### config.mk
export PLATFORM = sky130hd
export DESIGN_NAME = queue_with_min_removal_and_interleave_top
export DESIGN_NICKNAME = d
export VERILOG_FILES = /design/src/design/qmr_pkg.sv /design/src/design/qmr_ram.sv /design/src/design/queue_with_min_removal_and_interleave_top.sv
export SDC_FILE = /design/constraint.sdc
export NUM_CORES = 1
export LEC_CHECK = 0
export BUFFER_PORTS_ARGS = -buffer_cell sky130_fd_sc_hd__buf_2
export CAP_MARGIN = 5
export CORE_AREA = 4 4 286 288
export CTS_CLUSTER_SIZE = 28
export DETAILED_ROUTE_END_ITERATION = 6
export DIE_AREA = 0 0 290 292
export PLACE_DENSITY = 0.72
export SYNTH_ARGS = -nofsm -noshare
export SYNTH_HDL_FRONTEND = slang
export SYNTH_HIERARCHICAL = 1
export SYNTH_SLANG_ARGS = --single-unit
export TNS_END_PERCENT = 1
### constraint.sdc
create_clock -name clock -period 15.7 [get_ports clock]
set_input_delay 3.14 -clock clock [delete_from_list [all_inputs] [get_ports clock]]
set_output_delay 3.14 -clock clock [all_outputs]
set_load 0.02 [all_outputs]
### src/design/qmr_pkg.sv
// Shared types, codes and a helper function for the queue with minimum removal and interleave.
`timescale 1ns / 1ps
`default_nettype none

package qmr_pkg;

   localparam int DEPTH      = 16;
   localparam int VALUE_BITS = 32;
   localparam int IDX_BITS   = $clog2(DEPTH);
   localparam int CNT_BITS   = $clog2(DEPTH + 1);

   localparam logic [2:0] FN_ENQ        = 3'd0;
   localparam logic [2:0] FN_DEQ        = 3'd1;
   localparam logic [2:0] FN_CONTAINS   = 3'd2;
   localparam logic [2:0] FN_RM_ALL     = 3'd3;
   localparam logic [2:0] FN_RM_LAST    = 3'd4;
   localparam logic [2:0] FN_INTERLEAVE = 3'd5;

   localparam logic [1:0] ST_OK    = 2'd0;
   localparam logic [1:0] ST_FULL  = 2'd1;
   localparam logic [1:0] ST_EMPTY = 2'd2;

   typedef struct packed {
      logic [2:0]                   func;
      logic signed [VALUE_BITS-1:0] item_value;
   } req_item_type;

   typedef struct packed {
      logic                         hit;
      logic signed [VALUE_BITS-1:0] out_value;
      logic [CNT_BITS-1:0]          entry_total;
      logic [1:0]                   status;
   } rsp_item_type;

   // Ring position of the entry that lies offs places behind the head.
   function automatic logic [IDX_BITS-1:0] slot(input logic [IDX_BITS-1:0] head,
                                                input logic [IDX_BITS-1:0] offs);
      logic [IDX_BITS:0] sum;
      sum = {1'b0, head} + {1'b0, offs};
      if (sum >= (IDX_BITS + 1)'(DEPTH)) begin
         sum = sum - (IDX_BITS + 1)'(DEPTH);
      end
      return sum[IDX_BITS-1:0];
   endfunction

endpackage

`default_nettype wire

### src/design/qmr_ram.sv
// Simple dual-port synchronous RAM with one write port and one registered read port.
`timescale 1ns / 1ps
`default_nettype none

module qmr_ram #(
   parameter int DEPTH_P = 16,
   parameter int WIDTH_P = 32
) (
   input  wire logic                       clock,
   input  wire logic                       wr_en,
   input  wire logic [$clog2(DEPTH_P)-1:0] wr_addr,
   input  wire logic [WIDTH_P-1:0]         wr_data,
   input  wire logic [$clog2(DEPTH_P)-1:0] rd_addr,
   output logic      [WIDTH_P-1:0]         rd_data
);

   logic [WIDTH_P-1:0] mem [DEPTH_P];

   always_ff @(posedge clock) begin
      if (wr_en) begin
         mem[wr_addr] <= wr_data;
      end
   end

   always_ff @(posedge clock) begin
      rd_data <= mem[rd_addr];
   end

endmodule

`default_nettype wire

### src/design/queue_with_min_removal_and_interleave_top.sv
// Bounded queue of signed values with search, minimum removal and interleave.
//
// An item is taken on req_item at a rising clock edge where start is high and
// busy is low. It carries an operation code and a value. Every item produces
// exactly one result on rsp_item, shown for one cycle while rsp_valid is high.
// The receiver cannot stall, so results are never held back.
// Entries live in a ring inside one synchronous RAM; a second RAM serves as a
// work buffer when entries are compacted or reordered. An enqueue, an operation
// on an empty queue or an unused code gives its result in the cycle after
// acceptance; a dequeue first reads the head entry in the S_DEQ state. Contains
// scans the ring with one RAM read per cycle. Interleave streams through both
// RAMs in turn, from the entry RAM into the work buffer and back again. The
// two minimum removals add a search pass for the minimum first. The
// sequencer handles one item at a time, and busy stays high until the result
// is issued; a new item may be accepted in the cycle that shows the result.
// Reset empties the queue; RAM contents are not cleared and are never read
// before being written.
`timescale 1ns / 1ps
`default_nettype none

module queue_with_min_removal_and_interleave_top
   import qmr_pkg::*;
(
   input  wire logic         clock,
   input  wire logic         reset,
   input  wire logic         start,
   output logic              busy,
   input  wire req_item_type req_item,
   output logic              rsp_valid,
   output rsp_item_type      rsp_item
);

   localparam logic [2:0] S_IDLE = 3'd0;
   localparam logic [2:0] S_DEQ  = 3'd1;
   localparam logic [2:0] S_MIN  = 3'd2;
   localparam logic [2:0] S_MAIN = 3'd3;
   localparam logic [2:0] S_COPY = 3'd4;

   logic [2:0]                   state_ff, state_in;
   logic [2:0]                   func_ff, func_in;
   logic signed [VALUE_BITS-1:0] val_ff, val_in;
   logic signed [VALUE_BITS-1:0] min_ff, min_in;
   logic [CNT_BITS-1:0]          cnt_ff, cnt_in;
   logic [CNT_BITS-1:0]          keep_ff, keep_in;
   logic [CNT_BITS-1:0]          half_ff, half_in;
   logic [CNT_BITS-1:0]          rd_cnt_ff, rd_cnt_in;
   logic [IDX_BITS-1:0]          head_ff, head_in;
   logic [IDX_BITS-1:0]          last_ff, last_in;
   logic [IDX_BITS-1:0]          rd_idx_ff, rd_idx_in;
   logic                         rd_vld_ff, rd_vld_in;
   logic                         hit_ff, hit_in;
   logic                         rsp_valid_ff, rsp_valid_in;
   rsp_item_type                 rsp_ff, rsp_in;

   logic [CNT_BITS-1:0]          len;
   logic [CNT_BITS-1:0]          src_pos;
   logic [CNT_BITS:0]            half_calc;
   logic [IDX_BITS-1:0]          src_idx;
   logic                         issue;
   logic                         last_beat;

   logic                         ent_we;
   logic [IDX_BITS-1:0]          ent_waddr;
   logic [VALUE_BITS-1:0]        ent_wdata;
   logic [IDX_BITS-1:0]          ent_raddr;
   logic [VALUE_BITS-1:0]        ent_rdata;
   logic                         scr_we;
   logic [IDX_BITS-1:0]          scr_waddr;
   logic [VALUE_BITS-1:0]        scr_wdata;
   logic [IDX_BITS-1:0]          scr_raddr;
   logic [VALUE_BITS-1:0]        scr_rdata;

   qmr_ram #(
      .DEPTH_P(DEPTH),
      .WIDTH_P(VALUE_BITS)
   ) u_entry_ram (
      .clock  (clock),
      .wr_en  (ent_we),
      .wr_addr(ent_waddr),
      .wr_data(ent_wdata),
      .rd_addr(ent_raddr),
      .rd_data(ent_rdata)
   );

   qmr_ram #(
      .DEPTH_P(DEPTH),
      .WIDTH_P(VALUE_BITS)
   ) u_scratch_ram (
      .clock  (clock),
      .wr_en  (scr_we),
      .wr_addr(scr_waddr),
      .wr_data(scr_wdata),
      .rd_addr(scr_raddr),
      .rd_data(scr_rdata)
   );

   assign busy      = (state_ff != S_IDLE);
   assign rsp_valid = rsp_valid_ff;
   assign rsp_item  = rsp_ff;

   assign len       = (state_ff == S_COPY) ? keep_ff : cnt_ff;
   assign issue     = ((state_ff == S_MIN) || (state_ff == S_MAIN) || (state_ff == S_COPY))
                      && (rd_cnt_ff < len);
   assign last_beat = rd_vld_ff && (CNT_BITS'(rd_idx_ff) == (len - CNT_BITS'(1)));
   assign half_calc = ((CNT_BITS + 1)'(cnt_ff) + (CNT_BITS + 1)'(1)) >> 1;

   // Interleave reads the front half and the back half alternately.
   always_comb begin
      if ((state_ff == S_MAIN) && (func_ff == FN_INTERLEAVE)) begin
         if (rd_cnt_ff[0]) begin
            src_pos = half_ff + (rd_cnt_ff >> 1);
         end else begin
            src_pos = rd_cnt_ff >> 1;
         end
      end else begin
         src_pos = rd_cnt_ff;
      end
   end

   assign src_idx   = src_pos[IDX_BITS-1:0];
   assign ent_raddr = (state_ff == S_IDLE) ? head_ff : slot(head_ff, src_idx);
   assign scr_raddr = rd_cnt_ff[IDX_BITS-1:0];

   always_comb begin
      state_in     = state_ff;
      func_in      = func_ff;
      val_in       = val_ff;
      min_in       = min_ff;
      cnt_in       = cnt_ff;
      keep_in      = keep_ff;
      half_in      = half_ff;
      head_in      = head_ff;
      last_in      = last_ff;
      hit_in       = hit_ff;
      rd_vld_in    = issue;
      rd_idx_in    = rd_cnt_ff[IDX_BITS-1:0];
      rd_cnt_in    = issue ? (rd_cnt_ff + CNT_BITS'(1)) : rd_cnt_ff;
      rsp_valid_in = 1'b0;
      rsp_in       = rsp_ff;
      rsp_in.hit       = 1'b0;
      rsp_in.out_value = '0;
      rsp_in.status    = ST_OK;
      ent_we       = 1'b0;
      ent_waddr    = slot(head_ff, cnt_ff[IDX_BITS-1:0]);
      ent_wdata    = req_item.item_value;
      scr_we       = 1'b0;
      scr_waddr    = keep_ff[IDX_BITS-1:0];
      scr_wdata    = ent_rdata;

      unique case (state_ff)
         S_IDLE: begin
            if (start) begin
               func_in   = req_item.func;
               val_in    = req_item.item_value;
               rd_cnt_in = '0;
               keep_in   = '0;
               hit_in    = 1'b0;
               half_in   = half_calc[CNT_BITS-1:0];
               if (req_item.func == FN_ENQ) begin
                  rsp_valid_in = 1'b1;
                  if (cnt_ff == CNT_BITS'(DEPTH)) begin
                     rsp_in.status = ST_FULL;
                  end else begin
                     ent_we = 1'b1;
                     cnt_in = cnt_ff + CNT_BITS'(1);
                  end
               end else if (req_item.func inside {FN_DEQ, FN_CONTAINS, FN_RM_ALL,
                                                  FN_RM_LAST, FN_INTERLEAVE}) begin
                  if (cnt_ff == '0) begin
                     rsp_valid_in  = 1'b1;
                     rsp_in.status = ST_EMPTY;
                  end else if (req_item.func == FN_DEQ) begin
                     state_in = S_DEQ;
                  end else if ((req_item.func == FN_RM_ALL) ||
                               (req_item.func == FN_RM_LAST)) begin
                     state_in = S_MIN;
                  end else begin
                     state_in = S_MAIN;
                  end
               end else begin
                  rsp_valid_in = 1'b1;
               end
            end
         end
         S_DEQ: begin
            rsp_valid_in     = 1'b1;
            rsp_in.hit       = 1'b1;
            rsp_in.out_value = $signed(ent_rdata);
            head_in          = slot(head_ff, IDX_BITS'(1));
            cnt_in           = cnt_ff - CNT_BITS'(1);
            state_in         = S_IDLE;
         end
         S_MIN: begin
            if (rd_vld_ff) begin
               if ((rd_idx_ff == '0) || ($signed(ent_rdata) < min_ff)) begin
                  min_in  = $signed(ent_rdata);
                  last_in = rd_idx_ff;
               end else if ($signed(ent_rdata) == min_ff) begin
                  last_in = rd_idx_ff;
               end
            end
            if (last_beat) begin
               state_in  = S_MAIN;
               rd_cnt_in = '0;
            end
         end
         S_MAIN: begin
            if (rd_vld_ff) begin
               case (func_ff)
                  FN_CONTAINS: begin
                     if ($signed(ent_rdata) == val_ff) begin
                        hit_in = 1'b1;
                     end
                  end
                  FN_RM_ALL: begin
                     if ($signed(ent_rdata) != min_ff) begin
                        scr_we  = 1'b1;
                        keep_in = keep_ff + CNT_BITS'(1);
                     end
                  end
                  FN_RM_LAST: begin
                     if (rd_idx_ff != last_ff) begin
                        scr_we  = 1'b1;
                        keep_in = keep_ff + CNT_BITS'(1);
                     end
                  end
                  default: begin
                     scr_we  = 1'b1;
                     keep_in = keep_ff + CNT_BITS'(1);
                  end
               endcase
            end
            if (last_beat) begin
               if (func_ff == FN_CONTAINS) begin
                  rsp_valid_in = 1'b1;
                  rsp_in.hit   = hit_in;
                  state_in     = S_IDLE;
               end else if (keep_in == '0) begin
                  rsp_valid_in = 1'b1;
                  cnt_in       = '0;
                  state_in     = S_IDLE;
               end else begin
                  state_in  = S_COPY;
                  rd_cnt_in = '0;
               end
            end
         end
         S_COPY: begin
            if (rd_vld_ff) begin
               ent_we    = 1'b1;
               ent_waddr = slot(head_ff, rd_idx_ff);
               ent_wdata = scr_rdata;
            end
            if (last_beat) begin
               rsp_valid_in = 1'b1;
               cnt_in       = keep_ff;
               state_in     = S_IDLE;
            end
         end
         default: begin
            state_in = S_IDLE;
         end
      endcase

      rsp_in.entry_total = cnt_in;
   end

   always_ff @(posedge clock) begin
      if (reset) begin
         state_ff     <= S_IDLE;
         cnt_ff       <= '0;
         head_ff      <= '0;
         rd_cnt_ff    <= '0;
         rd_vld_ff    <= 1'b0;
         rsp_valid_ff <= 1'b0;
      end else begin
         state_ff     <= state_in;
         cnt_ff       <= cnt_in;
         head_ff      <= head_in;
         rd_cnt_ff    <= rd_cnt_in;
         rd_vld_ff    <= rd_vld_in;
         rsp_valid_ff <= rsp_valid_in;
      end
   end

   always_ff @(posedge clock) begin
      func_ff   <= func_in;
      val_ff    <= val_in;
      min_ff    <= min_in;
      keep_ff   <= keep_in;
      half_ff   <= half_in;
      last_ff   <= last_in;
      hit_ff    <= hit_in;
      rd_idx_ff <= rd_idx_in;
      rsp_ff    <= rsp_in;
   end

   a_count_bound: assert property (@(posedge clock) disable iff (reset)
      cnt_ff <= CNT_BITS'(DEPTH))
      else $error("Entry count exceeds the queue depth.");

   a_accept_progress: assert property (@(posedge clock) disable iff (reset)
      (start && !busy) |=> (rsp_valid || busy))
      else $error("An accepted item neither responded nor kept the block busy.");

   a_full_total: assert property (@(posedge clock) disable iff (reset)
      (rsp_valid && (rsp_item.status == ST_FULL)) |-> (rsp_item.entry_total == CNT_BITS'(DEPTH)))
      else $error("A refused enqueue reported a queue that is not full.");

   a_keep_bound: assert property (@(posedge clock) disable iff (reset)
      ((state_ff == S_MAIN) || (state_ff == S_COPY)) |-> (keep_ff <= cnt_ff))
      else $error("Compaction kept more entries than the queue holds.");

   a_no_rsp_while_busy: assert property (@(posedge clock) disable iff (reset)
      busy |-> !rsp_valid)
      else $error("A result was issued while an item is still in progress.");

endmodule

`default_nettype wire

==> results of run 1 <==
==> state kept, by name, indices dropped and copies added, names as in the netlist, 3 cells and up <==
register / cells
keep_ff: 5
u_entry_ram/mem: 512
state_ff: 3
rd_cnt_ff: 5
rd_idx_ff: 4
u_entry_ram/rd_data: 32
min_ff: 32
half_ff: 4
head_ff: 4
u_scratch_ram/rd_data: 32
rsp_item: 40
u_scratch_ram/mem: 512
val_ff: 32
cnt_ff: 5
func_ff: 3
last_ff: 4
==> report_power, final <==
group	internal (mW)	total (mW)	switching [mW]
Clock	1.74	2.93	1.18
Combinational	0.107	0.279	0.172
Sequential	3.62	3.68	0.0628
==> cell usage in the layout, fill, tap and decap left out, types with 11 or more instances in the layout <==
| cell | instances |
|---|---|
| clkbuf_8 | 11 |
| a21oi_1 | 34 |
| mux4_2 | 256 |
| o21ai_0 | 18 |
| clkbuf_1 | 14 |
| bufinv_16 | 18 |
| buf_2 | 79 |
| clkinv_1 | 23 |
| nor2_4 | 28 |
| xnor2_1 | 52 |
| and3_1 | 36 |
| nand2_1 | 106 |
| a22oi_1 | 130 |
| buf_4 | 39 |
| inv_1 | 50 |
| edfxtp_1 | 1105 |
| ha_1 | 54 |
| clkbuf_16 | 120 |
| nor3_1 | 15 |
| nor2_1 | 41 |
| nand4_1 | 23 |
| mux2_2 | 33 |
| nand3_1 | 15 |
| dfxtp_1 | 124 |
| xor2_1 | 15 |
| clkinv_2 | 21 |
==> how the worst min path moves through the flow <==
stage | startpoint | to | slack [ns] | depth (start not counted)
after floorplan | rd_cnt_ff[0]$_SDFF_PP0_ | rd_idx_ff[0]$_DFF_P_ | 0.38 | 0
after global placement | rd_cnt_ff[1]$_SDFF_PP0_ | rd_idx_ff[1]$_DFF_P_ | 0.43 | 0
after detailed placement | rd_cnt_ff[1]$_SDFF_PP0_ | rd_idx_ff[1]$_DFF_P_ | 0.44 | 0
after CTS | rd_cnt_ff[1]$_SDFF_PP0_ | rd_idx_ff[1]$_DFF_P_ | 0.45 | 0
after global routing | rd_cnt_ff[1]$_SDFF_PP0_ | rd_idx_ff[1]$_DFF_P_ | 0.46 | 0
final | rd_cnt_ff[1]$_SDFF_PP0_ | rd_idx_ff[1]$_DFF_P_ | 0.45 | 0
==> worst register-to-register path, cell delays in order, from the launching register on <==
cell and delay, ns:
dfxtp_1 0.57, nor2b_4 0.31, nand2_4 0.11, or3_1 0.55, o21ai_0 0.25, o21ai_0 0.12, ha_1 0.32, nand2_1 0.08
nand2_4 0.62, buf_4 0.87, buf_4 0.83, mux4_2 0.65, a22oi_1 0.39, nand2_1 0.09
==> metrics by stage <==
step	worst slack, ns	std cells
after floorplan	8.550	2385
after global placement	9.388	3440
after detailed placement	9.312	3440
after CTS	9.737	3661
after global routing	9.247	3661
final	9.824	3669
==> per-layer routing <==
metal,vias up,global-route usage,wire length (µm)
li1,10003,-,-
met4,2,0.07161,2767
met1,12322,0.3695,42460
met3,172,0.04274,9361
met5,-,0,14
met2,1117,0.3939,50660
==> cells by family (layout without fill, tap and decap cells) <==
kind of cell,Yosys count,count (layout),share of synthesized area
buf+inv,165,391,0.01571
fa+ha+maj,58,58,0.01597
compound gates,236,236,0.03504
other cells,0,8,0
xor+xnor,67,67,0.01240
flops,1232,1232,0.7550
simple gates,330,330,0.03448
mux,297,297,0.1314
==> area by class of cell <==
type | count | area [µm²]
clock buffer | 145 | 3207
timing repair buffer | 118 | 688.2
sequential | 1232 | 35730
multi-input combinational | 988 | 11160
fill | 5031 | 25690
antenna | 8 | 20.02
inverter | 52 | 195.2
clock inverter | 76 | 872.1
tap | 1050 | 1314
==> results.py, run 1 <==
metrics = {
    "status": {
        "status": "complete, no violations",
    },
    "worst_setup_path": {
        "regToRegEndpoint": "u_entry_ram/rd_data[9]$_DFF_P_",
        "critical_path_buf_inv_count": 2,
        "crit_family": "simple AND/OR/NAND/NOR gates",
        "r2r_start": "state_ff[1]$_SDFFE_PP0P_",
        "crit_path_end_kind": "flip-flop",
        "crit_start": "state_ff[1]$_SDFFE_PP0P_",
        "worstPathMaxFanout": 45,
        "slowest_delay_ns": 0.83,
        "r2r_slack_ns": 9.82,
        "cp_cell_sequence": "nor2b_4 > nand2_4 > or3_1 > o21ai_0 > o21ai_0 > ha_1 > nand2_1 > nand2_4 > buf_4 > buf_4 > mux4_2 > a22oi_1 > nand2_1",
        "cp_data_required_time_ns": 16.24,
        "cp-endpoint": "u_entry_ram/rd_data[9]$_DFF_P_",
        "worstSetupPathDepth": 13,
        "crit_type": "reg2reg",
        "arrival_ns": 6.42,
        "slowest_stage": "buf_4",
        "start_kind": "flip-flop",
        "reg2reg_depth": 13,
    },
    "die": {
        "dieArea_um2": 84680,
        "die_h_um": 292,
        "die_w_um": 290,
        "fp-row-count": 103,
        "num_io_pins": 80,
        "start_util": 0.5999,
        "core_region_area_um2": 78870,
    },
    "final_layout": {
        "layout-drive-gt1-share": 0.2501,
        "final_nets": 2605,
        "final_util": 0.6743,
        "syn2layout_area_growth_pct": 12.40,
        "final_area_um2": 53180,
    },
    "cts": {
        "cts_setup_buffers": 0,
        "cts_hold_buf": 0,
        "ctsResizeCount": 0,
        "cts_tree": "built",
        "clk_latency_ns": 0.68,
        "cts_sinks": 1232,
        "cts_root_buf": "clkbuf_16",
        "cts_htree_levels": 3,
        "cts-buffers-inserted": 117,
        "clk_pin_slew_ns": 0.06,
        "cts_max_path_buffers": 3,
    },
    "global_routing": {
        "antenna_found_initial": 16,
        "grt.total_usage": 0.2499,
        "grt-ovfl-total": 0,
        "grt_pass1_vias": 23921,
        "grt_first_pass_wirelength_um": 157600,
        "grt_start_max_net_pins": 72,
    },
    "min_path": {
        "hold_class": "reg2reg",
    },
    "synth": {
        "synthesis.area_um2": 47320,
        "synth_top_cell_area_share": 0.7013,
        "synth-seq-cells": 1232,
        "synth_fp_nets": 2481,
        "yosysMostFrequentCell": "edfxtp_1",
        "yosysSeqAreaShare": 0.7550,
        "yosys.area.top_type": "edfxtp_1",
        "synth_edf_count": 1105,
        "synthArstFlopShare": 0,
        "synth_commonest_cells": "edfxtp_1, mux4_2, a22oi_1",
        "synth_cell_types": 63,
        "synth_ff_type": "edfxtp_1",
        "avgSynthCellArea_um2": 19.84,
        "synth_warnings": 6,
        "synthTopCellsByArea": "edfxtp_1, mux4_2, dfxtp_1, a22oi_1, ha_1",
        "netlist_instances": 2385,
    },
    "placed_design": {
        "portBuffers": 79,
        "dp_hpwl_um": 61350,
        "gp_congestion": 0.8768,
        "place_area_um2": 49090,
    },
    "route": {
        "wirelength_um": 105300,
        "drc": 0,
        "vias": 23616,
        "vias_per_cell": 6.437,
        "wl_per_cell_um": 28.69,
        "dr.pass1.iters": 5,
        "drtIter0Drc": 2546,
        "ant_nets": 0,
    },
    "timing": {
        "slew_violations": 0,
        "fin_tns_setup_ns": 0,
        "rsz0062_at_grt": "false",
        "hold_ws_ns": 0.4516,
        "hold_viol": 0,
        "fin_crit_sh": 0.3743,
        "slew-limit-headroom": 0.1868,
        "skew_ns": 0.02989,
        "period_minus_slack_ns": 5.876,
        "setup_viol": 0,
        "tightest_slew_ns": 1.217,
        "max_freq_mhz": 170.2,
    },
    "power": {
        "power_density_nw_per_um2": 129.5,
        "ir_worst_vdd_uv": 137.9,
        "total_power_mw": 6.888,
        "p_leak_nw": 17.17,
    },
    "job": {
        "drv_cap": 0,
    },
}
Note: power is estimated with default switching activity, not from simulation.
==> run 2, diff against run 1 <==
- clock period: 15.7 -> 6.13 ns (I/O delays scaled with it)
==> run 2 against run 1 <==
Effect of this change: routed wire length is 3.7% higher; clock power is 150% higher; sequential share of layout area is 0.12 points lower; largest power group unchanged; sequential power grew to 2.6 times the previous value; clock skew is 0.0068 ns lower.
==> results.py, run 2 (same netlist as run 1, synthesis figures left out) <==
metrics = {
    "placed_design": {
        "pre_cts_slack_ns": 1.052,
        "portBuffers": 79,
        "gp_congestion": 0.8914,
        "dp_hpwl_um": 63840,
    },
    "timing": {
        "tightest_slew_ns": 1.151,
        "slew_violations": 0,
        "fin_tns_setup_ns": 0,
        "hold_viol": 0,
        "slew-limit-headroom": 0.2308,
        "skew_ns": 0.02309,
        "period_minus_slack_ns": 5.108,
        "setup_viol": 0,
        "fin_crit_sh": 0.8333,
        "rsz0062_at_grt": "false",
        "max_freq_mhz": 195.8,
        "setup_ws_ns": 1.022,
    },
    "cts": {
        "ctsResizeCount": 0,
        "cts-buffers-inserted": 117,
        "clk_latency_ns": 0.68,
        "clk_pin_slew_ns": 0.06,
        "cts_hold_buf": 0,
        "cts_root_buf": "clkbuf_16",
        "cts_sinks": 1232,
        "cts_htree_levels": 3,
        "cts_max_path_buffers": 3,
        "cts_tree": "built",
        "cts_setup_buffers": 0,
    },
    "route": {
        "wl_per_cell_um": 29.53,
        "vias_per_cell": 6.489,
        "drc": 0,
        "vias": 23991,
        "ant_nets": 0,
        "drtIter0Drc": 2824,
        "wirelength_um": 109200,
        "dr.pass1.iters": 6,
    },
    "global_routing": {
        "grt_first_pass_wirelength_um": 161900,
        "grt_start_max_net_pins": 129,
        "grt_pass1_vias": 24290,
        "grt-ovfl-total": 0,
        "grt.total_usage": 0.2586,
        "antenna_found_initial": 9,
    },
    "worst_setup_path": {
        "crit_type": "reg2reg",
        "cp_data_required_time_ns": 6.74,
        "arrival_ns": 5.72,
        "start_kind": "flip-flop",
        "worstPathMaxFanout": 37,
        "crit_path_end_kind": "flip-flop",
    },
    "final_layout": {
        "layout-drive-gt1-share": 0.2561,
        "seq_area_um2": 35730,
        "syn2layout_area_growth_pct": 12.61,
        "multiInputGateArea_um2": 11160,
        "final_cell_mix": "edfxtp_1, mux4_2, a22oi_1, dfxtp_1, clkbuf_16",
        "mostFrequentLayoutCell": "edfxtp_1",
        "final_util": 0.6756,
        "final_nets": 2636,
        "nFillCells": 5020,
    },
    "min_path": {
        "hold_class": "reg2reg",
    },
    "die": {
        "fp-row-count": 103,
        "start_util": 0.5999,
        "die_h_um": 292,
        "num_io_pins": 80,
        "dieArea_um2": 84680,
        "die_w_um": 290,
        "core_region_area_um2": 78870,
    },
    "power": {
        "p_leak_nw": 17.25,
        "ir_worst_vdd_uv": 245.0,
        "power_density_nw_per_um2": 326.4,
    },
    "job": {
        "drv_cap": 0,
    },
    "status": {
        "status": "complete, no violations",
    },
}
## run 2: changes by cell type in the layout (fill, tap and decap cells not counted), moves of 2 or more
cell       delta
buf_4        +28
clkinv_4      -7
clkbuf_8      +5
buf_12        +3
bufinv_16     -8
clkbuf_1     +20
diode_2       -5
clkinv_1     -11
inv_6         +2
## run 2: worst paths after layout
| path | slack [ns] | start | cells past startpoint | to |
|---|---|---|---|---|
| worst min register to register | 0.63 | rd_cnt_ff[2]$_SDFF_PP0_ | 0 | rd_idx_ff[2]$_DFF_P_ |
| worst max register to register | 1.02 | rd_cnt_ff[1]$_SDFF_PP0_ | 16 | u_entry_ram/rd_data[20]$_DFF_P_ |
| worst min-delay path | 0.63 | rd_cnt_ff[2]$_SDFF_PP0_ | 0 | rd_idx_ff[2]$_DFF_P_ |
| worst max-delay path | 1.02 | rd_cnt_ff[1]$_SDFF_PP0_ | 16 | u_entry_ram/rd_data[20]$_DFF_P_ |
## run 2: routing by layer
metal,wire [µm],global-route usage,vias to the layer above
li1,-,-,10037
met1,42870,0.3704,12637
met2,54260,0.4210,1129
met3,8703,0.03514,188
met4,3326,0.08624,0
met5,0,0,-
## run 2: area by class of cell
cell class	instances	area share
Sequential cell	1232	0.6706
Inverter	52	0.003663
Timing Repair Buffer	149	0.01799
Clock buffer	169	0.06241
Multi-Input combinational cell	988	0.2094
Tap cell	1050	0.02466
Clock inverter	54	0.01115
Antenna cell	3	0.0001409
## run 2: through the flow
stage / instance area (µm²) / cells / power (mW) / hold WS (ns)
2_1_floorplan: 47320 / 2385 / 10.03 / 0.3758
3_3_place_gp: 49360 / 3471 / 10.30 / 0.5981
3_5_place_dp: 49360 / 3471 / 10.33 / 0.6140
4_1_cts: 53280 / 3694 / 17.51 / 0.6176
5_1_grt: 53280 / 3697 / 17.95 / 0.6444
6_report: 53280 / 3697 / 17.39 / 0.6274
## run 2: worst max-delay path, stage by stage, from the launching register on
cell	delay [ns]
dfxtp_4	0.71
ha_1	0.27
inv_1	0.05
fa_1	0.43
nand2_1	0.07
o21ai_0	0.08
o21ai_0	0.35
ha_1	0.31
a21o_1	0.16
a21oi_1	0.35
nor4b_1	0.30
o211ai_1	0.12
nand3_1	0.16
xor2_1	0.47
and2_2	0.91
a22oi_1	0.19
nand2_1	0.10
## run 2: report_power, final
part,switching (mW),internal (mW),leakage [nW]
registers,0.120,9.27,11.0
clock network,3.03,4.20,1.91
logic,0.483,0.288,4.32
total,3.64,13.8,17.2
